--- config.mk ---
export PLATFORM = sky130hd
export DESIGN_NAME = hmmd_queue
export DESIGN_NICKNAME = d
export VERILOG_FILES = /design/src/rtl/hmmd_pkg.sv /design/src/rtl/hmmd_queue.sv
export SDC_FILE = /design/constraint.sdc
export NUM_CORES = 1
export LEC_CHECK = 0
export BUFFER_PORTS_ARGS = -buffer_cell sky130_fd_sc_hd__buf_2
export CAP_MARGIN = 40
export CORE_MARGIN = 2
export CORE_UTILIZATION = 56
export DETAILED_ROUTE_END_ITERATION = 8
export GPL_TIMING_DRIVEN = 0
export PLACE_DENSITY = 0.88
export RECOVER_POWER = 50
export SLEW_MARGIN = 40
export SYNTH_ARGS = -nofsm -noshare
export SYNTH_HDL_FRONTEND = slang
export SYNTH_SLANG_ARGS = --single-unit
--- constraint.sdc ---
create_clock -name i_clk -period 5.46 [get_ports i_clk]
set_clock_uncertainty 0.15 [all_clocks]
set_input_delay 0 -clock i_clk [delete_from_list [all_inputs] [get_ports i_clk]]
set_output_delay 0 -clock i_clk [all_outputs]
set_load 0.01 [all_outputs]
--- src/rtl/hmmd_pkg.sv ---
// ----------------------------------------------------------------------------
// hmmd_pkg
// Shared types, codes and helpers for the handheld memory map decoder.
// ----------------------------------------------------------------------------
package hmmd_pkg;

    // Store sizes
    localparam int unsigned VBANK_SIZE       = 8192;
    localparam int unsigned WBANK_SIZE       = 4096;
    localparam int unsigned HIGH_DEPTH       = 128;
    localparam int unsigned VIDEO_BANKS_DEF  = 2;
    localparam int unsigned WORK_BANKS_DEF   = 8;

    // Map boundaries
    localparam logic [15:0] A_VRAM     = 16'h8000;
    localparam logic [15:0] A_CRAM     = 16'hA000;
    localparam logic [15:0] A_WRAM     = 16'hC000;
    localparam logic [15:0] A_SPRITE   = 16'hFE00;
    localparam logic [15:0] A_GAP      = 16'hFEA0;
    localparam logic [15:0] A_IO       = 16'hFF00;
    localparam logic [15:0] A_HRAM     = 16'hFF80;
    localparam logic [15:0] A_IE       = 16'hFFFF;
    localparam logic [15:0] A_BOOT_END = 16'h0100;
    localparam logic [15:0] A_BOOT_CLO = 16'h0200;
    localparam logic [15:0] A_BOOT_CHI = 16'h0FFF;
    localparam logic [7:0]  UNMAPPED_BYTE = 8'hFF;

    // Target codes
    typedef logic [2:0] t_target;
    localparam t_target TGT_INTERNAL = 3'd0;
    localparam t_target TGT_BOOT     = 3'd1;
    localparam t_target TGT_CROM     = 3'd2;
    localparam t_target TGT_CRAM     = 3'd3;
    localparam t_target TGT_SPRITE   = 3'd4;
    localparam t_target TGT_IO       = 3'd5;
    localparam t_target TGT_NONE     = 3'd6;

    // Internal store select
    typedef logic [1:0] t_store;
    localparam t_store ST_NONE = 2'd0;
    localparam t_store ST_VRAM = 2'd1;
    localparam t_store ST_WRAM = 2'd2;
    localparam t_store ST_HRAM = 2'd3;

    // Config register indexes
    typedef logic [1:0] t_cfg_index;
    localparam t_cfg_index CFG_BOOT_OVERLAY = 2'd0;
    localparam t_cfg_index CFG_COLOR_MODE   = 2'd1;
    localparam t_cfg_index CFG_VIDEO_BANK   = 2'd2;
    localparam t_cfg_index CFG_WORK_BANK    = 2'd3;

    typedef struct packed {
        logic        opcode;
        logic [15:0] address;
        logic [7:0]  write_data;
    } t_in;

    typedef struct packed {
        logic [7:0]  read_data;
        t_target     target;
        logic [15:0] ext_offset;
        logic        ext_write;
        logic [7:0]  ext_data;
    } t_out;

    // Decoded word passed from the front to the back
    typedef struct packed {
        t_store      store;
        logic        wr;
        t_target     target;
        logic [15:0] ext_offset;
        logic        ext_write;
        logic [7:0]  fixed_data;
        logic [15:0] mem_addr;
        logic [7:0]  data;
    } t_item;

    // Bank number wrapped into the bank count (count is 2..8)
    function automatic logic [2:0] wrap_bank(input logic [2:0] b, input int unsigned n);
        logic [2:0] v;
        v = b;
        for (int i = 0; i < 3; i++) begin
            if (int'(v) >= int'(n)) begin
                v = v - 3'(n);
            end
        end
        return v;
    endfunction

endpackage

--- src/rtl/hmmd_queue.sv ---
// ----------------------------------------------------------------------------
// hmmd_queue
// Two-entry queue of decoded words between the front and the back.
// ----------------------------------------------------------------------------
module hmmd_queue (
    input  logic             i_clk,
    input  logic             i_rst_n,
    input  logic             i_push,
    input  hmmd_pkg::t_item  i_item,
    output logic             o_full,
    input  logic             i_pop,
    output logic             o_valid,
    output hmmd_pkg::t_item  o_item
);
    import hmmd_pkg::*;

    t_item      r_slot [2];
    logic       r_wptr;
    logic       r_rptr;
    logic [1:0] r_count;
    logic       do_push;
    logic       do_pop;

    assign o_full  = r_count == 2'd2;
    assign o_valid = r_count != 2'd0;
    assign o_item  = r_slot[r_rptr];
    assign do_push = i_push && !o_full;
    assign do_pop  = i_pop && o_valid;

    always_ff @(posedge i_clk) begin
        if (do_push) begin
            r_slot[r_wptr] <= i_item;
        end
    end

    always_ff @(posedge i_clk) begin
        if (!i_rst_n) begin
            r_wptr  <= 1'b0;
            r_rptr  <= 1'b0;
            r_count <= 2'd0;
        end else begin
            if (do_push) begin
                r_wptr <= !r_wptr;
            end
            if (do_pop) begin
                r_rptr <= !r_rptr;
            end
            r_count <= r_count + {1'b0, do_push} - {1'b0, do_pop};
        end
    end

endmodule

==> results.json <==
{
  "firstDrtPassIters": 4,
  "clkTransAtPathRegs_ns": 0.05,
  "synth_compound_area_share_pct": 0.168,
  "post-place-ws_ns": 3.58,
  "yosysWarnings": 0,
  "dieArea_um2": 8690,
  "h-tree-depth": 4,
  "synth_largest_area_cell": "edfxtp_1",
  "ios": 116,
  "slew_viol_final": 0,
  "r2r-end": "r_slot[0][6]$_DFFE_PP_",
  "worst_pin_slew_ns": 1.18,
  "yosys.area_share.simple_pct": 1.21,
  "syn-num-nets": 258,
  "nFillCells": 406,
  "status": "finished clean",
  "nNetsFinal": 454,
  "clock-root-buffer": "clkbuf_8",
  "grt_use_total_pct": 22.8,
  "p_leak_nw": 2.46,
  "p_total_mw": 2.97,
  "crit_path_max_fanout": 18,
  "routed_wl_um": 9330,
  "avgSynthCellArea_um2": 22.6,
  "p_sw_share_pct": 25.2,
  "fin_crit_sh_pct": 43.0,
  "cts_setup_buffers": 0,
  "worstReg2RegStart": "r_count[0]$_SDFF_PN0_",
  "synth_top_area_share_pct": 74.1,
  "endpoint": "r_slot[0][6]$_DFFE_PP_",
  "p_int_mw": 2.22,
  "drt_iter0_markers": 99,
  "totalNegativeSetupSlack_ns": 0,
  "cts_sinks": 115,
  "post_cts_resized": 0,
  "fp.coreArea_um2": 7730,
  "num_rows": 32,
  "die_w_um": 93.2,
  "r2r_setup_slack_ns": 3.11,
  "cts_made_buffers": 17,
  "hold_path_class": "in2reg",
  "synthMuxAreaShare_pct": 18.3,
  "viasPerCell": 5.04,
  "initial_core_util_pct": 57.7,
  "maxCapViolations": 0,
  "synthCells": 197,
  "rr_worst_depth": 5,
  "slowest_delay_ns": 0.77,
  "hpwlAfterDp_um": 5170,
  "switchingPower_mw": 0.747,
  "synth_top_family_by_area": "multiplexers",
  "synth_xor_area_share_pct": 0.590,
  "place.gp.congestion": 0.687,
  "syn_to_final_growth_pct": 42.3,
  "maxSlewHeadroom_pct": 21.3,
  "seq_area_frac_synth_pct": 76.4,
  "crit_arrival_ns": 2.38,
  "powerDensity_nw_per_um2": 468,
  "pwr-share-seq_pct": 38.8,
  "fin_crit_ns": 2.35,
  "synth_cell_types": 18,
  "critPathKind": "reg2reg",
  "start_kind": "register",
  "fin_ws_ns": 3.11,
  "drive_gt1_share_pct": 40.6,
  "drc": 0,
  "grt_max_degree": 34,
  "critPathLaunch": "r_count[0]$_SDFF_PN0_",
  "path_depth": 5,
  "synth-seq-cells": 115,
  "rsz0062_at_grt": "false",
  "fmax_mhz": 426,
  "synth_area_um2": 4460,
  "slowest_stage": "nor2_1",
  "path_cells": "nand2b_1, nand2_1, nor2_1, buf_16, buf_16",
  "finalSetupViolCount": 0,
  "ant_nets": 0,
  "holdBufCountCts": 58,
  "synth_top_cells_by_area": "edfxtp_1 (74%), mux2_4 (17%), buf_12 (2.2%)",
  "cts_tree": "done",
  "worstPathRequired_ns": 5.49,
  "ctsLongestPathBuffers": 2,
  "holdWs_ns": 0.0996,
  "crit_path_frequent_cell": "buf_16",
  "synthAdderAreaFrac_pct": 0.562,
  "overflow": 0,
  "ir_drop_v": 0.000387,
  "layout_commonest_cell": "edfxtp_1",
  "die_h_um": 93.2,
  "clkPwrFrac_pct": 35.1,
  "via_count": 2560,
  "critical-path-top-delay-family": "simple AND/OR/NAND/NOR gates",
  "final_cell_mix": "edfxtp_1 (110), buf_2 (72), dlygate4sd3_1 (58)",
  "power_frac_comb_pct": 26.1,
  "finalHoldViolations": 0,
  "insertedDiodeCount": 0,
  "post_drt_wl_per_cell_um": 18.4,
  "io_buffer_count": 115,
  "path_buf_inv": 2,
  "critPathCaptureType": "register",
  "grt_first_pass_wirelength_um": 14200,
  "grt_pass1_vias": 2805,
  "grt_antenna_before_repair": 0,
  "clkLatencyLatePin_ns": 0.48
}
-- sequential cells by signal (all words and copies together), names as in the netlist, named ones only --
| name | count |
|---|---|
| r_wptr | 1 |
| r_rptr | 1 |
| r_count | 2 |
| r_slot | 110 |
-- cell families after synthesis --
group                    count (synthesis)
flip-flops                             115
XOR/XNOR                                 3
multiplexers                            56
buffers and inverters                    9
adder cells (fa/ha/maj)                  2
AO/OA/AOI/OAI                            1
AND/OR/NAND/NOR                         11
-- worst min path at each step --
stage / from / end / slack [ns] / cells past startpoint
3_3_place_gp: i_item[17] / r_slot[0][17]$_DFFE_PP_ / 0.04 / 1
5_1_grt: i_item[32] / r_slot[0][32]$_DFFE_PP_ / 0.08 / 2
3_5_place_dp: i_item[14] / r_slot[1][14]$_DFFE_PP_ / 0.04 / 1
2_1_floorplan: i_item[0] / r_slot[0][0]$_DFFE_PP_ / -0.05 / 0
4_1_cts: i_item[36] / r_slot[1][36]$_DFFE_PP_ / 0.06 / 2
6_report: i_item[36] / r_slot[1][36]$_DFFE_PP_ / 0.1 / 2
-- per-stage QoR --
stage / utilization (%) / area, um^2 / cells
3_3_place_gp: 66.8 / 5160 / 414
2_1_floorplan: - / 4460 / 197
6_report: 82.1 / 6340 / 508
5_1_grt: 82.1 / 6340 / 508
3_5_place_dp: 68.1 / 5260 / 418
4_1_cts: 82.9 / 6410 / 508
-- routing by layer --
metal,vias up,part of all wire (%),track usage (%),wire (um)
met1,1273,37,23.4,3460
met2,92,57,42.6,5280
li1,1177,-,-,-
met3,18,3.9,5.08,360
met5,-,0,0,0
met4,0,2.4,12.3,227
-- final cells by class --
class                      instances  area, um^2  area share [%]
tap                              102         128            2.01
buffer                             6         111            1.76
multi-input combinational         73         930            14.7
clock buffer                      21         429            6.77
timing repair buffer             177        1190            18.8
sequential                       115        3400            53.7
clock inverter                    11         136            2.15
inverter                           3        11.3           0.178
-- cell usage after synthesis, drive strengths merged --
| master | instances |
|---|---|
| mux2 | 55 |
| o21a | 1 |
| edfxtp | 110 |
| and2 | 1 |
| xnor2 | 2 |
| buf | 6 |
| or2 | 1 |
| and3 | 1 |
| inv | 3 |
| nand2 | 2 |
| mux2i | 1 |
| dfxtp | 5 |
| xor2 | 1 |
| nor2 | 4 |
| ha | 2 |
| nand2b | 2 |
-- power groups by stage --
stage                     Clock [mW]  Sequential (mW)  Combinational (mW)
after floorplan                    0             1.16               0.494
after global placement             0             1.17               0.684
after detailed placement           0             1.16               0.740
after CTS                       1.05             1.15               0.777
after global routing            1.10             1.16               0.824
final                           1.04             1.15               0.775
No activity file was read; power rests on OpenSTA's default activity.
