`config.mk`:
```
export PLATFORM = sky130hd
export DESIGN_NAME = hmmd_front
export DESIGN_NICKNAME = d
export VERILOG_FILES = /design/src/rtl/hmmd_pkg.sv /design/src/rtl/hmmd_front.sv
export SDC_FILE = /design/constraint.sdc
export NUM_CORES = 1
export LEC_CHECK = 0
export ABC_AREA = 1
export CAP_MARGIN = 20
export CORE_MARGIN = 1.5
export CORE_UTILIZATION = 62
export CTS_CLUSTER_SIZE = 16
export DETAILED_ROUTE_END_ITERATION = 12
export DONT_BUFFER_PORTS = 1
export PLACE_DENSITY = 0.83
export SYNTH_ARGS = -nofsm -noshare
export SYNTH_HDL_FRONTEND = slang
export SYNTH_SLANG_ARGS = --single-unit
```
`constraint.sdc`:
```
create_clock -name i_clk -period 1.2 [get_ports i_clk]
set_input_delay 0 -clock i_clk [delete_from_list [all_inputs] [get_ports i_clk]]
set_output_delay 0 -clock i_clk [all_outputs]
set_load 0.01 [all_outputs]
```
`src/rtl/hmmd_pkg.sv`:
```
// ----------------------------------------------------------------------------
// hmmd_pkg
// Shared types, codes and helpers for the handheld memory map decoder.
// ----------------------------------------------------------------------------
package hmmd_pkg;

    // Store sizes
    localparam int unsigned VBANK_SIZE       = 8192;
    localparam int unsigned WBANK_SIZE       = 4096;
    localparam int unsigned HIGH_DEPTH       = 128;
    localparam int unsigned VIDEO_BANKS_DEF  = 2;
    localparam int unsigned WORK_BANKS_DEF   = 8;

    // Map boundaries
    localparam logic [15:0] A_VRAM     = 16'h8000;
    localparam logic [15:0] A_CRAM     = 16'hA000;
    localparam logic [15:0] A_WRAM     = 16'hC000;
    localparam logic [15:0] A_SPRITE   = 16'hFE00;
    localparam logic [15:0] A_GAP      = 16'hFEA0;
    localparam logic [15:0] A_IO       = 16'hFF00;
    localparam logic [15:0] A_HRAM     = 16'hFF80;
    localparam logic [15:0] A_IE       = 16'hFFFF;
    localparam logic [15:0] A_BOOT_END = 16'h0100;
    localparam logic [15:0] A_BOOT_CLO = 16'h0200;
    localparam logic [15:0] A_BOOT_CHI = 16'h0FFF;
    localparam logic [7:0]  UNMAPPED_BYTE = 8'hFF;

    // Target codes
    typedef logic [2:0] t_target;
    localparam t_target TGT_INTERNAL = 3'd0;
    localparam t_target TGT_BOOT     = 3'd1;
    localparam t_target TGT_CROM     = 3'd2;
    localparam t_target TGT_CRAM     = 3'd3;
    localparam t_target TGT_SPRITE   = 3'd4;
    localparam t_target TGT_IO       = 3'd5;
    localparam t_target TGT_NONE     = 3'd6;

    // Internal store select
    typedef logic [1:0] t_store;
    localparam t_store ST_NONE = 2'd0;
    localparam t_store ST_VRAM = 2'd1;
    localparam t_store ST_WRAM = 2'd2;
    localparam t_store ST_HRAM = 2'd3;

    // Config register indexes
    typedef logic [1:0] t_cfg_index;
    localparam t_cfg_index CFG_BOOT_OVERLAY = 2'd0;
    localparam t_cfg_index CFG_COLOR_MODE   = 2'd1;
    localparam t_cfg_index CFG_VIDEO_BANK   = 2'd2;
    localparam t_cfg_index CFG_WORK_BANK    = 2'd3;

    typedef struct packed {
        logic        opcode;
        logic [15:0] address;
        logic [7:0]  write_data;
    } t_in;

    typedef struct packed {
        logic [7:0]  read_data;
        t_target     target;
        logic [15:0] ext_offset;
        logic        ext_write;
        logic [7:0]  ext_data;
    } t_out;

    // Decoded word passed from the front to the back
    typedef struct packed {
        t_store      store;
        logic        wr;
        t_target     target;
        logic [15:0] ext_offset;
        logic        ext_write;
        logic [7:0]  fixed_data;
        logic [15:0] mem_addr;
        logic [7:0]  data;
    } t_item;

    // Bank number wrapped into the bank count (count is 2..8)
    function automatic logic [2:0] wrap_bank(input logic [2:0] b, input int unsigned n);
        logic [2:0] v;
        v = b;
        for (int i = 0; i < 3; i++) begin
            if (int'(v) >= int'(n)) begin
                v = v - 3'(n);
            end
        end
        return v;
    endfunction

endpackage

```
`src/rtl/hmmd_front.sv`:
```
// ----------------------------------------------------------------------------
// hmmd_front
// Holds the config registers, accepts bus words and decodes the address map.
// ----------------------------------------------------------------------------
module hmmd_front #(
    parameter int unsigned VIDEO_BANKS = hmmd_pkg::VIDEO_BANKS_DEF,
    parameter int unsigned WORK_BANKS  = hmmd_pkg::WORK_BANKS_DEF
) (
    input  logic                  i_clk,
    input  logic                  i_rst_n,
    input  logic                  i_cfg_valid,
    output logic                  o_cfg_ready,
    input  hmmd_pkg::t_cfg_index  i_cfg_index,
    input  logic [2:0]            i_cfg_data,
    input  logic                  i_in_valid,
    output logic                  o_in_ready,
    input  hmmd_pkg::t_in         i_in_data,
    input  logic                  i_q_full,
    input  logic                  i_busy,
    output logic                  o_push,
    output hmmd_pkg::t_item       o_item
);
    import hmmd_pkg::*;

    logic       r_boot_overlay;
    logic       r_color_mode;
    logic       r_video_bank;
    logic [2:0] r_work_bank;
    logic [2:0] vb;
    logic [2:0] wb;
    logic [15:0] a;
    logic       wr;
    logic       boot_hit;

    assign o_cfg_ready = 1'b1;
    assign o_in_ready  = !i_q_full && !i_busy;
    assign o_push      = i_in_valid && o_in_ready;

    always_ff @(posedge i_clk) begin
        if (!i_rst_n) begin
            r_boot_overlay <= 1'b1;
            r_color_mode   <= 1'b0;
            r_video_bank   <= 1'b0;
            r_work_bank    <= 3'd1;
        end else if (i_cfg_valid) begin
            case (i_cfg_index)
                CFG_BOOT_OVERLAY: r_boot_overlay <= i_cfg_data[0];
                CFG_COLOR_MODE:   r_color_mode   <= i_cfg_data[0];
                CFG_VIDEO_BANK:   r_video_bank   <= i_cfg_data[0];
                CFG_WORK_BANK:    r_work_bank    <= i_cfg_data;
                default: ;
            endcase
        end
    end

    assign a  = i_in_data.address;
    assign wr = i_in_data.opcode;
    assign vb = wrap_bank({2'b00, r_video_bank}, VIDEO_BANKS);
    assign wb = wrap_bank(r_work_bank, WORK_BANKS);
    assign boot_hit = !wr && r_boot_overlay &&
                      (a < A_BOOT_END || (r_color_mode && a >= A_BOOT_CLO && a <= A_BOOT_CHI));

    always_comb begin
        o_item            = '0;
        o_item.wr         = wr;
        o_item.data       = i_in_data.write_data;
        o_item.store      = ST_NONE;
        o_item.target     = TGT_INTERNAL;
        if (a < A_VRAM) begin
            o_item.target     = boot_hit ? TGT_BOOT : TGT_CROM;
            o_item.ext_offset = a;
        end else if (a < A_CRAM) begin
            o_item.store    = ST_VRAM;
            o_item.mem_addr = {vb, a[12:0]};
        end else if (a < A_WRAM) begin
            o_item.target     = TGT_CRAM;
            o_item.ext_offset = a;
        end else if (a < A_SPRITE) begin
            // Echo rides along: bit 12 picks bank 0 or the selected bank
            o_item.store    = ST_WRAM;
            o_item.mem_addr = a[12] ? {1'b0, wb, a[11:0]} : {4'b0000, a[11:0]};
        end else if (a < A_GAP) begin
            o_item.target     = TGT_SPRITE;
            o_item.ext_offset = {8'h00, a[7:0]};
        end else if (a < A_IO) begin
            o_item.target     = TGT_NONE;
            o_item.fixed_data = wr ? 8'h00 : UNMAPPED_BYTE;
        end else if (a < A_HRAM || a == A_IE) begin
            o_item.target     = TGT_IO;
            o_item.ext_offset = {8'h00, a[7:0]};
        end else begin
            o_item.store    = ST_HRAM;
            o_item.mem_addr = {9'd0, a[6:0]};
        end
        o_item.ext_write = wr && o_item.target != TGT_INTERNAL && o_item.target != TGT_NONE;
    end

endmodule

```
==> results of run 1 <==
## routing by layer
metal | up-vias | global-route usage | part of all wire
met5 | - | 0 | 0
met4 | 0 | 0.129 | 0.021
met3 | 8 | 0.0957 | 0.12
met2 | 80 | 0.544 | 0.52
met1 | 440 | 0.272 | 0.34
li1 | 468 | - | -
## layout by cell type, fill, tap and decap left out, types with 3 or more instances in the layout
| cell type | n |
|---|---|
| nand2_1 | 21 |
| a21oi_1 | 3 |
| dlygate4sd3_1 | 7 |
| nor2_2 | 10 |
| nand4_1 | 4 |
| nor3_1 | 5 |
| dfxtp_1 | 6 |
| nor2_1 | 29 |
| inv_1 | 33 |
| nand3_1 | 5 |
| clkbuf_4 | 3 |
## final timing paths
kind	end	depth (start not counted)	slack, ns	startpoint
worst min-delay path	r_video_bank	2	-0.00002	i_cfg_index[1]
worst min register to register	r_work_bank[1]	2	0.46	r_work_bank[1]
worst max register to register	r_video_bank	2	0.55	r_video_bank
worst max-delay path	o_item[49]	6	0.10	r_boot_overlay
## per-stage QoR
stage	setup slack [ns]	instances	instance area, um2
final	0.104	172	955
after global routing	0.0101	172	955
after CTS	0.0336	172	948
after detailed placement	0.226	161	846
after global placement	0.292	161	846
after floorplan	0.132	162	935
## layout make-up
cell class,count,area (um2)
Clock buffer,3,22.5
Inverter,37,144
Sequential cell,6,120
Timing Repair Buffer,10,110
Fill cell,121,395
Multi-Input combinational cell,101,539
Tap cell,15,18.8
## cells by family after synthesis
| family | share of synthesized area |
|---|---|
| and+or+nand+nor | 0.455 |
| other | 0.00808 |
| buffers and inverters | 0.300 |
| DFF | 0.129 |
| AOI/OAI and AO/OA | 0.108 |
## registers in the layout (all words and copies together), names as in the netlist
signal	flops
r_work_bank	3
r_boot_overlay	1
r_color_mode	1
r_video_bank	1
## power breakdown
| group | switching, uW | total [uW] | internal [uW] |
|---|---|---|---|
| Combinational | 192 | 278 | 85.5 |
| Sequential | 5.65 | 216 | 211 |
| Clock | 75.8 | 189 | 113 |
## critical path: cells and delay by family (launching register included)
kind                   cells  cell delay (ns)
AND/OR/NAND/NOR            3             0.24
flip-flops                 1             0.32
buffers and inverters      1             0.05
AO/OA/AOI/OAI              2             0.24
## what timing repair did
action                                  CTS  global route
resized for setup                         0             2
endpoints found under the setup margin    0             2
hold buffers                              8             1
endpoints found under the hold margin     6             1
buffers inserted                          0             0
## cell usage after synthesis (2+ instances only)
cell type and instances:
buf_4 18, nor2_1 29, nand3_1 5, nor4_1 2
nand2_1 21, o21ai_0 2, a21oi_1 4, nand2_2 2
nor2_2 10, nand3_2 2, nand4_1 4, nand2_4 2
o31ai_1 2, conb_1 2, inv_2 2, inv_1 33
dfxtp_1 6, nor3_1 6, a31oi_1 2
==> impl_metrics.tcl, run 1 <==
set metrics [dict create \
    clock_path_buffers 2 \
    gp_congestion 0.927 \
    die-area_mm2 0.00174 \
    io_pins 94 \
    synth_area_per_cell_um2 5.74 \
    crit_arrival_ns 1.10 \
    min_period_over_period 0.914 \
    finalPower_uw 683 \
    coreArea_mm2 0.00135 \
    syn_inst 162 \
    cp_common_cell "nand2_1" \
    vdd.ir_drop.worst_mv 0.508 \
    dp_hpwl_um 1940 \
    netlist_area_um2 930 \
    clkSinkCount 6 \
    fin_hold_ws_ns -0.0000242 \
    fin_crit_ns 1.10 \
    critical_path_class "reg -> out" \
    setup_tns_ns 0 \
    drive_gt1_frac 0.178 \
    synth_edf_count 0 \
    synth_top_area_cell "buf_4" \
    cts_tree "yes" \
    setup_violations 0 \
    wirelength_um 2520 \
    final_core_util 0.707 \
    seq_area_frac_synth 0.129 \
    diodes 0 \
    endpoint_kind "output port" \
    worstPathCellList "nand2_1 -> nor2_1 -> o211ai_1 -> nand2_1 -> inv_1 -> a21oi_2" \
    drc 0 \
    ys_seq_elements 6 \
    slew_viol_final 0 \
    slowest_delay_ns 0.32 \
    die_height_um 41.7 \
    violations "negative hold slack" \
    cp.required_ns 1.20 \
    grt.overflow.total 0 \
    cts_buffers 3 \
    grt_usage 0.286 \
    yosys.area.top_type_share 0.145 \
    first_global_vias 940 \
    ys.flop_type "dfxtp_1" \
    grt_pass1_wl_um 3920 \
    antenna_left 0 \
    clock.fmax_ghz 0.912 \
    rows 13 \
    power_leakage_uw 0.000495 \
    fin_skew_ns 0 \
    fin_nets 195 \
    startpoint_type "register" \
    synth_warnings 0 \
    first_pass_iters 4 \
    cts_max_level 1 \
    drv_cap 0 \
    rsz0062_at_grt "false" \
    vias_per_cell 5.79 \
    routedWlPerCell_um 14.7 \
    synthArstFlopShare 0 \
    finalHoldViolCount 1 \
    die_x_um 41.7 \
    synth_area_leaders "buf_4 15%, inv_1 13%, dfxtp_1 13%, nor2_1 12%, nand2_1 8.5%" \
    cp_max_fo 2 \
    status "finished with violations" \
    hold_path.class "in -> reg" \
    initial_core_util 0.689 \
    antenna_found_initial 0 \
    ys_types 27 \
    power.density_mw_per_mm2 716 \
    drt_iter0_drc 22 \
    vias 996 \
    ctsRootBufferMaster "clkbuf_4" \
    slowest_stage "dfxtp_1" \
    port_buffers 0 \
    clock_latency_ns 0.25 \
    syn_to_final_growth_pct 2.69 \
    synth_nets 198 \
    grt_max_degree 9 \
    clkTransAtPathRegs_ns 0.04 \
]
No activity file was read; power rests on OpenSTA's default activity.
==> run 2, diff against run 1 <==
--- a/config.mk
+++ b/config.mk
@@ -12,6 +12,7 @@
 export CTS_CLUSTER_SIZE = 16
 export DETAILED_ROUTE_END_ITERATION = 12
 export DONT_BUFFER_PORTS = 1
+export MAX_ROUTING_LAYER = met4
 export PLACE_DENSITY = 0.83
 export SYNTH_ARGS = -nofsm -noshare
 export SYNTH_HDL_FRONTEND = slang
==> run 2 against run 1 <==
  * Highest routed layer unchanged
  * The flow now finishes without violations
  * Wire length about the same
  * Clock power up 4%
  * Global-route usage down 0.31 points
  * Cell count down 0.58%
  * Sequential share of layout area up 0.13 points
  * Setup slack worse by 0.068 ns
  * Clock skew unchanged
  * Non-clock buffer count down 1
  * Utilization down 0.74 points
==> impl_metrics.tcl, run 2 (synthesized netlist as in run 1, its figures left out) <==
set metrics [dict create \
    r2r.worst_path.cells 3 \
    fin_nets 194 \
    power.internal_uw 406 \
    io_pins 94 \
    critical_path_class "in -> reg" \
    cp_common_cell "dlygate4sd3_1" \
    ctsRootBufferMaster "clkbuf_4" \
    vdd.ir_drop.worst_mv 0.675 \
    holdPathEnd "o_item[52]" \
    initial_core_util 0.689 \
    slowest_stage "dlygate4sd3_1" \
    first_pass_iters 4 \
    pwr-share-clk 0.286 \
    grt_max_degree 9 \
    diodes 0 \
    grt_pass1_wl_um 3710 \
    grt.overflow.total 0 \
    vias_per_cell 5.80 \
    clock.fmax_ghz 0.859 \
    vias 992 \
    fin_skew_ns 0 \
    slowest_delay_ns 0.63 \
    fill_cells 127 \
    fin_hold_ws_ns 0.00000238 \
    r2r-end "r_work_bank[0]" \
    crit_arrival_ns 1.30 \
    cp_max_fo 5 \
    drt_iter0_drc 36 \
    coreArea_mm2 0.00135 \
    drv_cap 0 \
    first_global_vias 867 \
    worstPathCellList "dlygate4sd3_1 -> nand3_1 -> dlygate4sd3_1" \
    rsz0062_at_grt "false" \
    antenna_left 0 \
    reg2reg_from "r_work_bank[0]" \
    top_register "r_work_bank" \
    clkTransAtPathRegs_ns 0.05 \
    startpoint_type "input port" \
    pwr-share-comb 0.399 \
    grt_usage 0.283 \
    die_x_um 41.7 \
    gp_congestion 0.901 \
    hold_depth 0 \
    hold_path.class "in -> out" \
    min_period_over_period 0.970 \
    clkSinkCount 6 \
    wirelength_um 2520 \
    port_buffers 0 \
    p_sw_frac 0.407 \
    layout_commonest_cell "inv_1" \
    rows 13 \
    r2r_slack_ns 0.06 \
    power_leakage_uw 0.000479 \
    hold_start "i_in_data[24]" \
    antenna_found_initial 0 \
    status "finished, final reports clean" \
    finalHoldViolCount 0 \
    setup_violations 0 \
    cts_buffers 3 \
    drive_gt1_frac 0.173 \
    slew_viol_final 0 \
    syn_to_final_growth_pct 1.62 \
    routedWlPerCell_um 14.7 \
    switchingPower_uw 278 \
    setup_tns_ns 0 \
    drc 0 \
    endpoint_kind "register" \
    p_seq_frac 0.315 \
    cp.required_ns 1.33 \
    cts_max_level 1 \
    clock_latency_ns 0.24 \
    mostFrequentLayoutCells "33 x inv_1, 29 x nor2_1, 21 x nand2_1" \
    fin_crit_ns 1.16 \
    largest_reg_flops 3 \
    dp_hpwl_um 1830 \
    post-cts-setup-buffers 0 \
    cts_tree "yes" \
    die-area_mm2 0.00174 \
    power.density_mw_per_mm2 725 \
    clock_path_buffers 2 \
    die_height_um 41.7 \
]
==> run 2: power by group through the flow <==
stage          clock, uW  sequential [uW]  combinational [uW]
3_3_place_gp           0              219                 238
5_1_grt              207              216                 296
4_1_cts              193              215                 267
6_report             196              216                 273
3_5_place_dp           0              219                 242
2_1_floorplan          0              217                 247
==> run 2: stage by stage <==
| stage | instance area (um2) | utilization | total power, uW | worst slack [ns] | std cells |
|---|---|---|---|---|---|
| global route | 945 | 0.700 | 719 | 0.0361 | 171 |
| floorplan | 935 | - | 464 | 0.132 | 162 |
| detailed placement | 838 | 0.621 | 461 | 0.263 | 160 |
| global placement | 838 | 0.621 | 457 | 0.288 | 160 |
| CTS | 941 | 0.697 | 675 | 0.0164 | 171 |
| finish | 945 | 0.700 | 685 | 0.0356 | 171 |
==> run 2: layout make-up <==
type / count / area, um2 / area share
Clock buffer: 3 / 22.5 / 0.0238
Inverter: 37 / 144 / 0.152
Multi-Input combinational cell: 101 / 539 / 0.571
Sequential cell: 6 / 120 / 0.127
Tap cell: 15 / 18.8 / 0.0199
Timing Repair Buffer: 9 / 100 / 0.106
==> run 2: metal layers <==
| metal | wire length (um) | up-vias | global-route usage |
|---|---|---|---|
| li1 | - | 470 | - |
| met2 | 1300 | 83 | 0.513 |
| met4 | 79 | 0 | 0.168 |
| met5 | 0 | - | - |
| met1 | 871 | 429 | 0.256 |
| met3 | 264 | 10 | 0.0870 |
==> run 2: what timing repair did <==
action                                  CTS  global route
hold buffers                              8             0
hold endpoints to repair                  6             0
gates resized for setup                   0             1
endpoints found under the setup margin    0             1
==> run 2: worst max path at each step <==
stage | to | depth (start not counted) | slack [ns] | start
floorplan | o_item[25] | 7 | 0.13 | i_in_data[17]
global placement | o_item[28] | 7 | 0.29 | i_in_data[17]
detailed placement | o_item[28] | 7 | 0.26 | i_in_data[17]
CTS | o_item[49] | 6 | 0.02 | r_boot_overlay
global route | o_item[49] | 6 | 0.04 | r_boot_overlay
finish | r_work_bank[0] | 3 | 0.04 | i_rst_n
==> run 2: critical path, delay by kind of cell <==
family | cells | cell delay (ns)
buffers and inverters | 2 | 1.21
and+or+nand+nor | 1 | 0.09
==> run 3, diff against run 2 <==
--- a/config.mk
+++ b/config.mk
@@ -7,6 +7,7 @@
 export LEC_CHECK = 0
 export ABC_AREA = 1
 export CAP_MARGIN = 20
+export CORE_ASPECT_RATIO = 0.9
 export CORE_MARGIN = 1.5
 export CORE_UTILIZATION = 62
 export CTS_CLUSTER_SIZE = 16
@@ -14,6 +15,7 @@
 export DONT_BUFFER_PORTS = 1
 export MAX_ROUTING_LAYER = met4
 export PLACE_DENSITY = 0.83
+export SETUP_SLACK_MARGIN = 0.15
 export SYNTH_ARGS = -nofsm -noshare
 export SYNTH_HDL_FRONTEND = slang
 export SYNTH_SLANG_ARGS = --single-unit
==> run 3 against run 2 <==
  * The flow now finishes with violations (negative hold slack)
  * Critical path depth is 3 higher
  * Largest cell class unchanged
  * Wire length down 4.2%
  * First-iteration DRC count is 31% higher
  * Via count decreased by 0.10%
  * Setup slack better by 0.071 ns
  * Clock skew did not move
  * Non-clock buffer count shrank 1
  * Die area about the same
  * Maximum frequency grew 6.5%
  * Cell count fell by 0.58%
==> impl_metrics.tcl, run 3 (synthesized netlist as in run 1, its figures left out) <==
set metrics [dict create \
    status "finished with violations" \
    violations "negative hold slack" \
    cp.required_ns 1.20 \
    cp_common_cell "nand2_1" \
    worstPathCellList "nand2_1 -> nor2_1 -> o211ai_1 -> nand2_1 -> inv_1 -> a21oi_2" \
    fin_skew_ns 0 \
    crit_path_start "r_boot_overlay" \
    crit_arrival_ns 1.09 \
    r2r_slack_ns 0.56 \
    first_global_vias 858 \
    clkTransAtPathRegs_ns 0.05 \
    vdd.ir_drop.worst_mv 0.460 \
    critical_path_class "reg -> out" \
    endpoint_kind "output port" \
    slowest_delay_ns 0.33 \
    hold_start "i_cfg_index[0]" \
    routedWlPerCell_um 14.2 \
    port_buffers 0 \
    min_period_over_period 0.911 \
    reg2reg_from "r_video_bank" \
    dp.cells 160 \
    rsz0062_at_grt "true" \
    diodes 0 \
    clkSinkCount 6 \
    fin_cells 170 \
    power.density_mw_per_mm2 729 \
    startpoint_type "register" \
    die_height_um 39.7 \
    power_leakage_uw 0.000481 \
    cts_max_level 1 \
    gp_congestion 0.851 \
    clock.fmax_ghz 0.915 \
    die_x_um 43.8 \
    cts_buffers 3 \
    top_register "r_work_bank" \
    post-cts-setup-buffers 0 \
    rows 13 \
    first_pass_iters 4 \
    largest_reg_flops 3 \
    antenna_found_initial 0 \
    ctsRootBufferMaster "clkbuf_4" \
    fin_hold_ws_ns -0.0335 \
    finalHoldViolCount 1 \
    vias 991 \
    layout_commonest_cell "inv_1" \
    cts_tree "yes" \
    setup_violations 0 \
    cp_max_fo 2 \
    hold_path.class "in -> reg" \
    mostFrequentLayoutCells "32 x inv_1, 28 x nor2_1, 21 x nand2_1" \
    grt_usage 0.283 \
    drc 0 \
    clock_path_buffers 2 \
    clock_latency_ns 0.26 \
    syn_to_final_growth_pct 1.62 \
    fin_crit_ns 1.09 \
    die-area_mm2 0.00174 \
    setup_tns_ns 0 \
    drive_gt1_frac 0.194 \
    slew_viol_final 0 \
    grt_max_degree 9 \
    drt_iter0_drc 47 \
    grt_pass1_wl_um 3460 \
    fin_nets 193 \
    io_pins 94 \
    initial_core_util 0.657 \
    dp_hpwl_um 1910 \
    coreArea_mm2 0.00142 \
    vias_per_cell 5.83 \
    antenna_left 0 \
    slowest_stage "dfxtp_2" \
    drv_cap 0 \
    wirelength_um 2410 \
    grt.overflow.total 0 \
]
-- run 3: changes by cell type in the layout (fill, tap and decap cells not counted), sizes merged --
cell | before | now
dlygate4sd3 | 8 | 7
-- run 3: metal layers --
layer  up-vias  GRT usage  part of all wire
li1        474          -                 -
met4         0      0.167             0.037
met2        83      0.504              0.49
met5         -          -                 0
met3         8     0.0737              0.10
met1       426      0.286              0.37
-- run 3: report_power, final --
part / switching (uW) / internal (uW)
Clock: 85.7 / 114
Sequential: 5.75 / 211
Combinational: 192 / 80.3
-- run 3: through the flow --
stage	hold WS (ns)	utilization	setup slack, ns	total power [uW]	area (um2)
after floorplan	0.0408	-	0.246	465	941
after global placement	0.0000686	0.597	0.281	458	845
after detailed placement	0.0000686	0.597	0.276	464	845
after CTS	-0.119	0.645	0.109	678	912
after global routing	-0.00746	0.668	0.0252	735	945
final	-0.0335	0.668	0.107	688	945
-- run 3: timing repair --
item / 4_1_cts / 5_1_grt
resized for setup: 2 / 2
hold buffers: 4 / 3
hold endpoints to repair: 6 / 3
pin swaps: 2 / 1
endpoints found under the setup margin: 1 / 12
-- run 3: final timing paths --
kind,end,depth (start not counted)
max reg2reg,r_video_bank,2
min reg2reg,r_work_bank[1],2
max,o_item[49],6
min,r_boot_overlay,3
-- run 3: critical path: cells and delay by family, from the launching register on --
family,cells,cell delay (ns)
AND/OR/NAND/NOR,3,0.21
AO/OA/AOI/OAI,2,0.24
buffers and inverters,1,0.05
flip-flops,1,0.33
-- run 3: layout make-up --
class | count | area, um2
Clock buffer | 3 | 22.5
Fill cell | 132 | 470
Inverter | 37 | 144
Multi-Input combinational cell | 101 | 548
Sequential cell | 6 | 121
Tap cell | 15 | 18.8
Timing Repair Buffer | 8 | 90.1
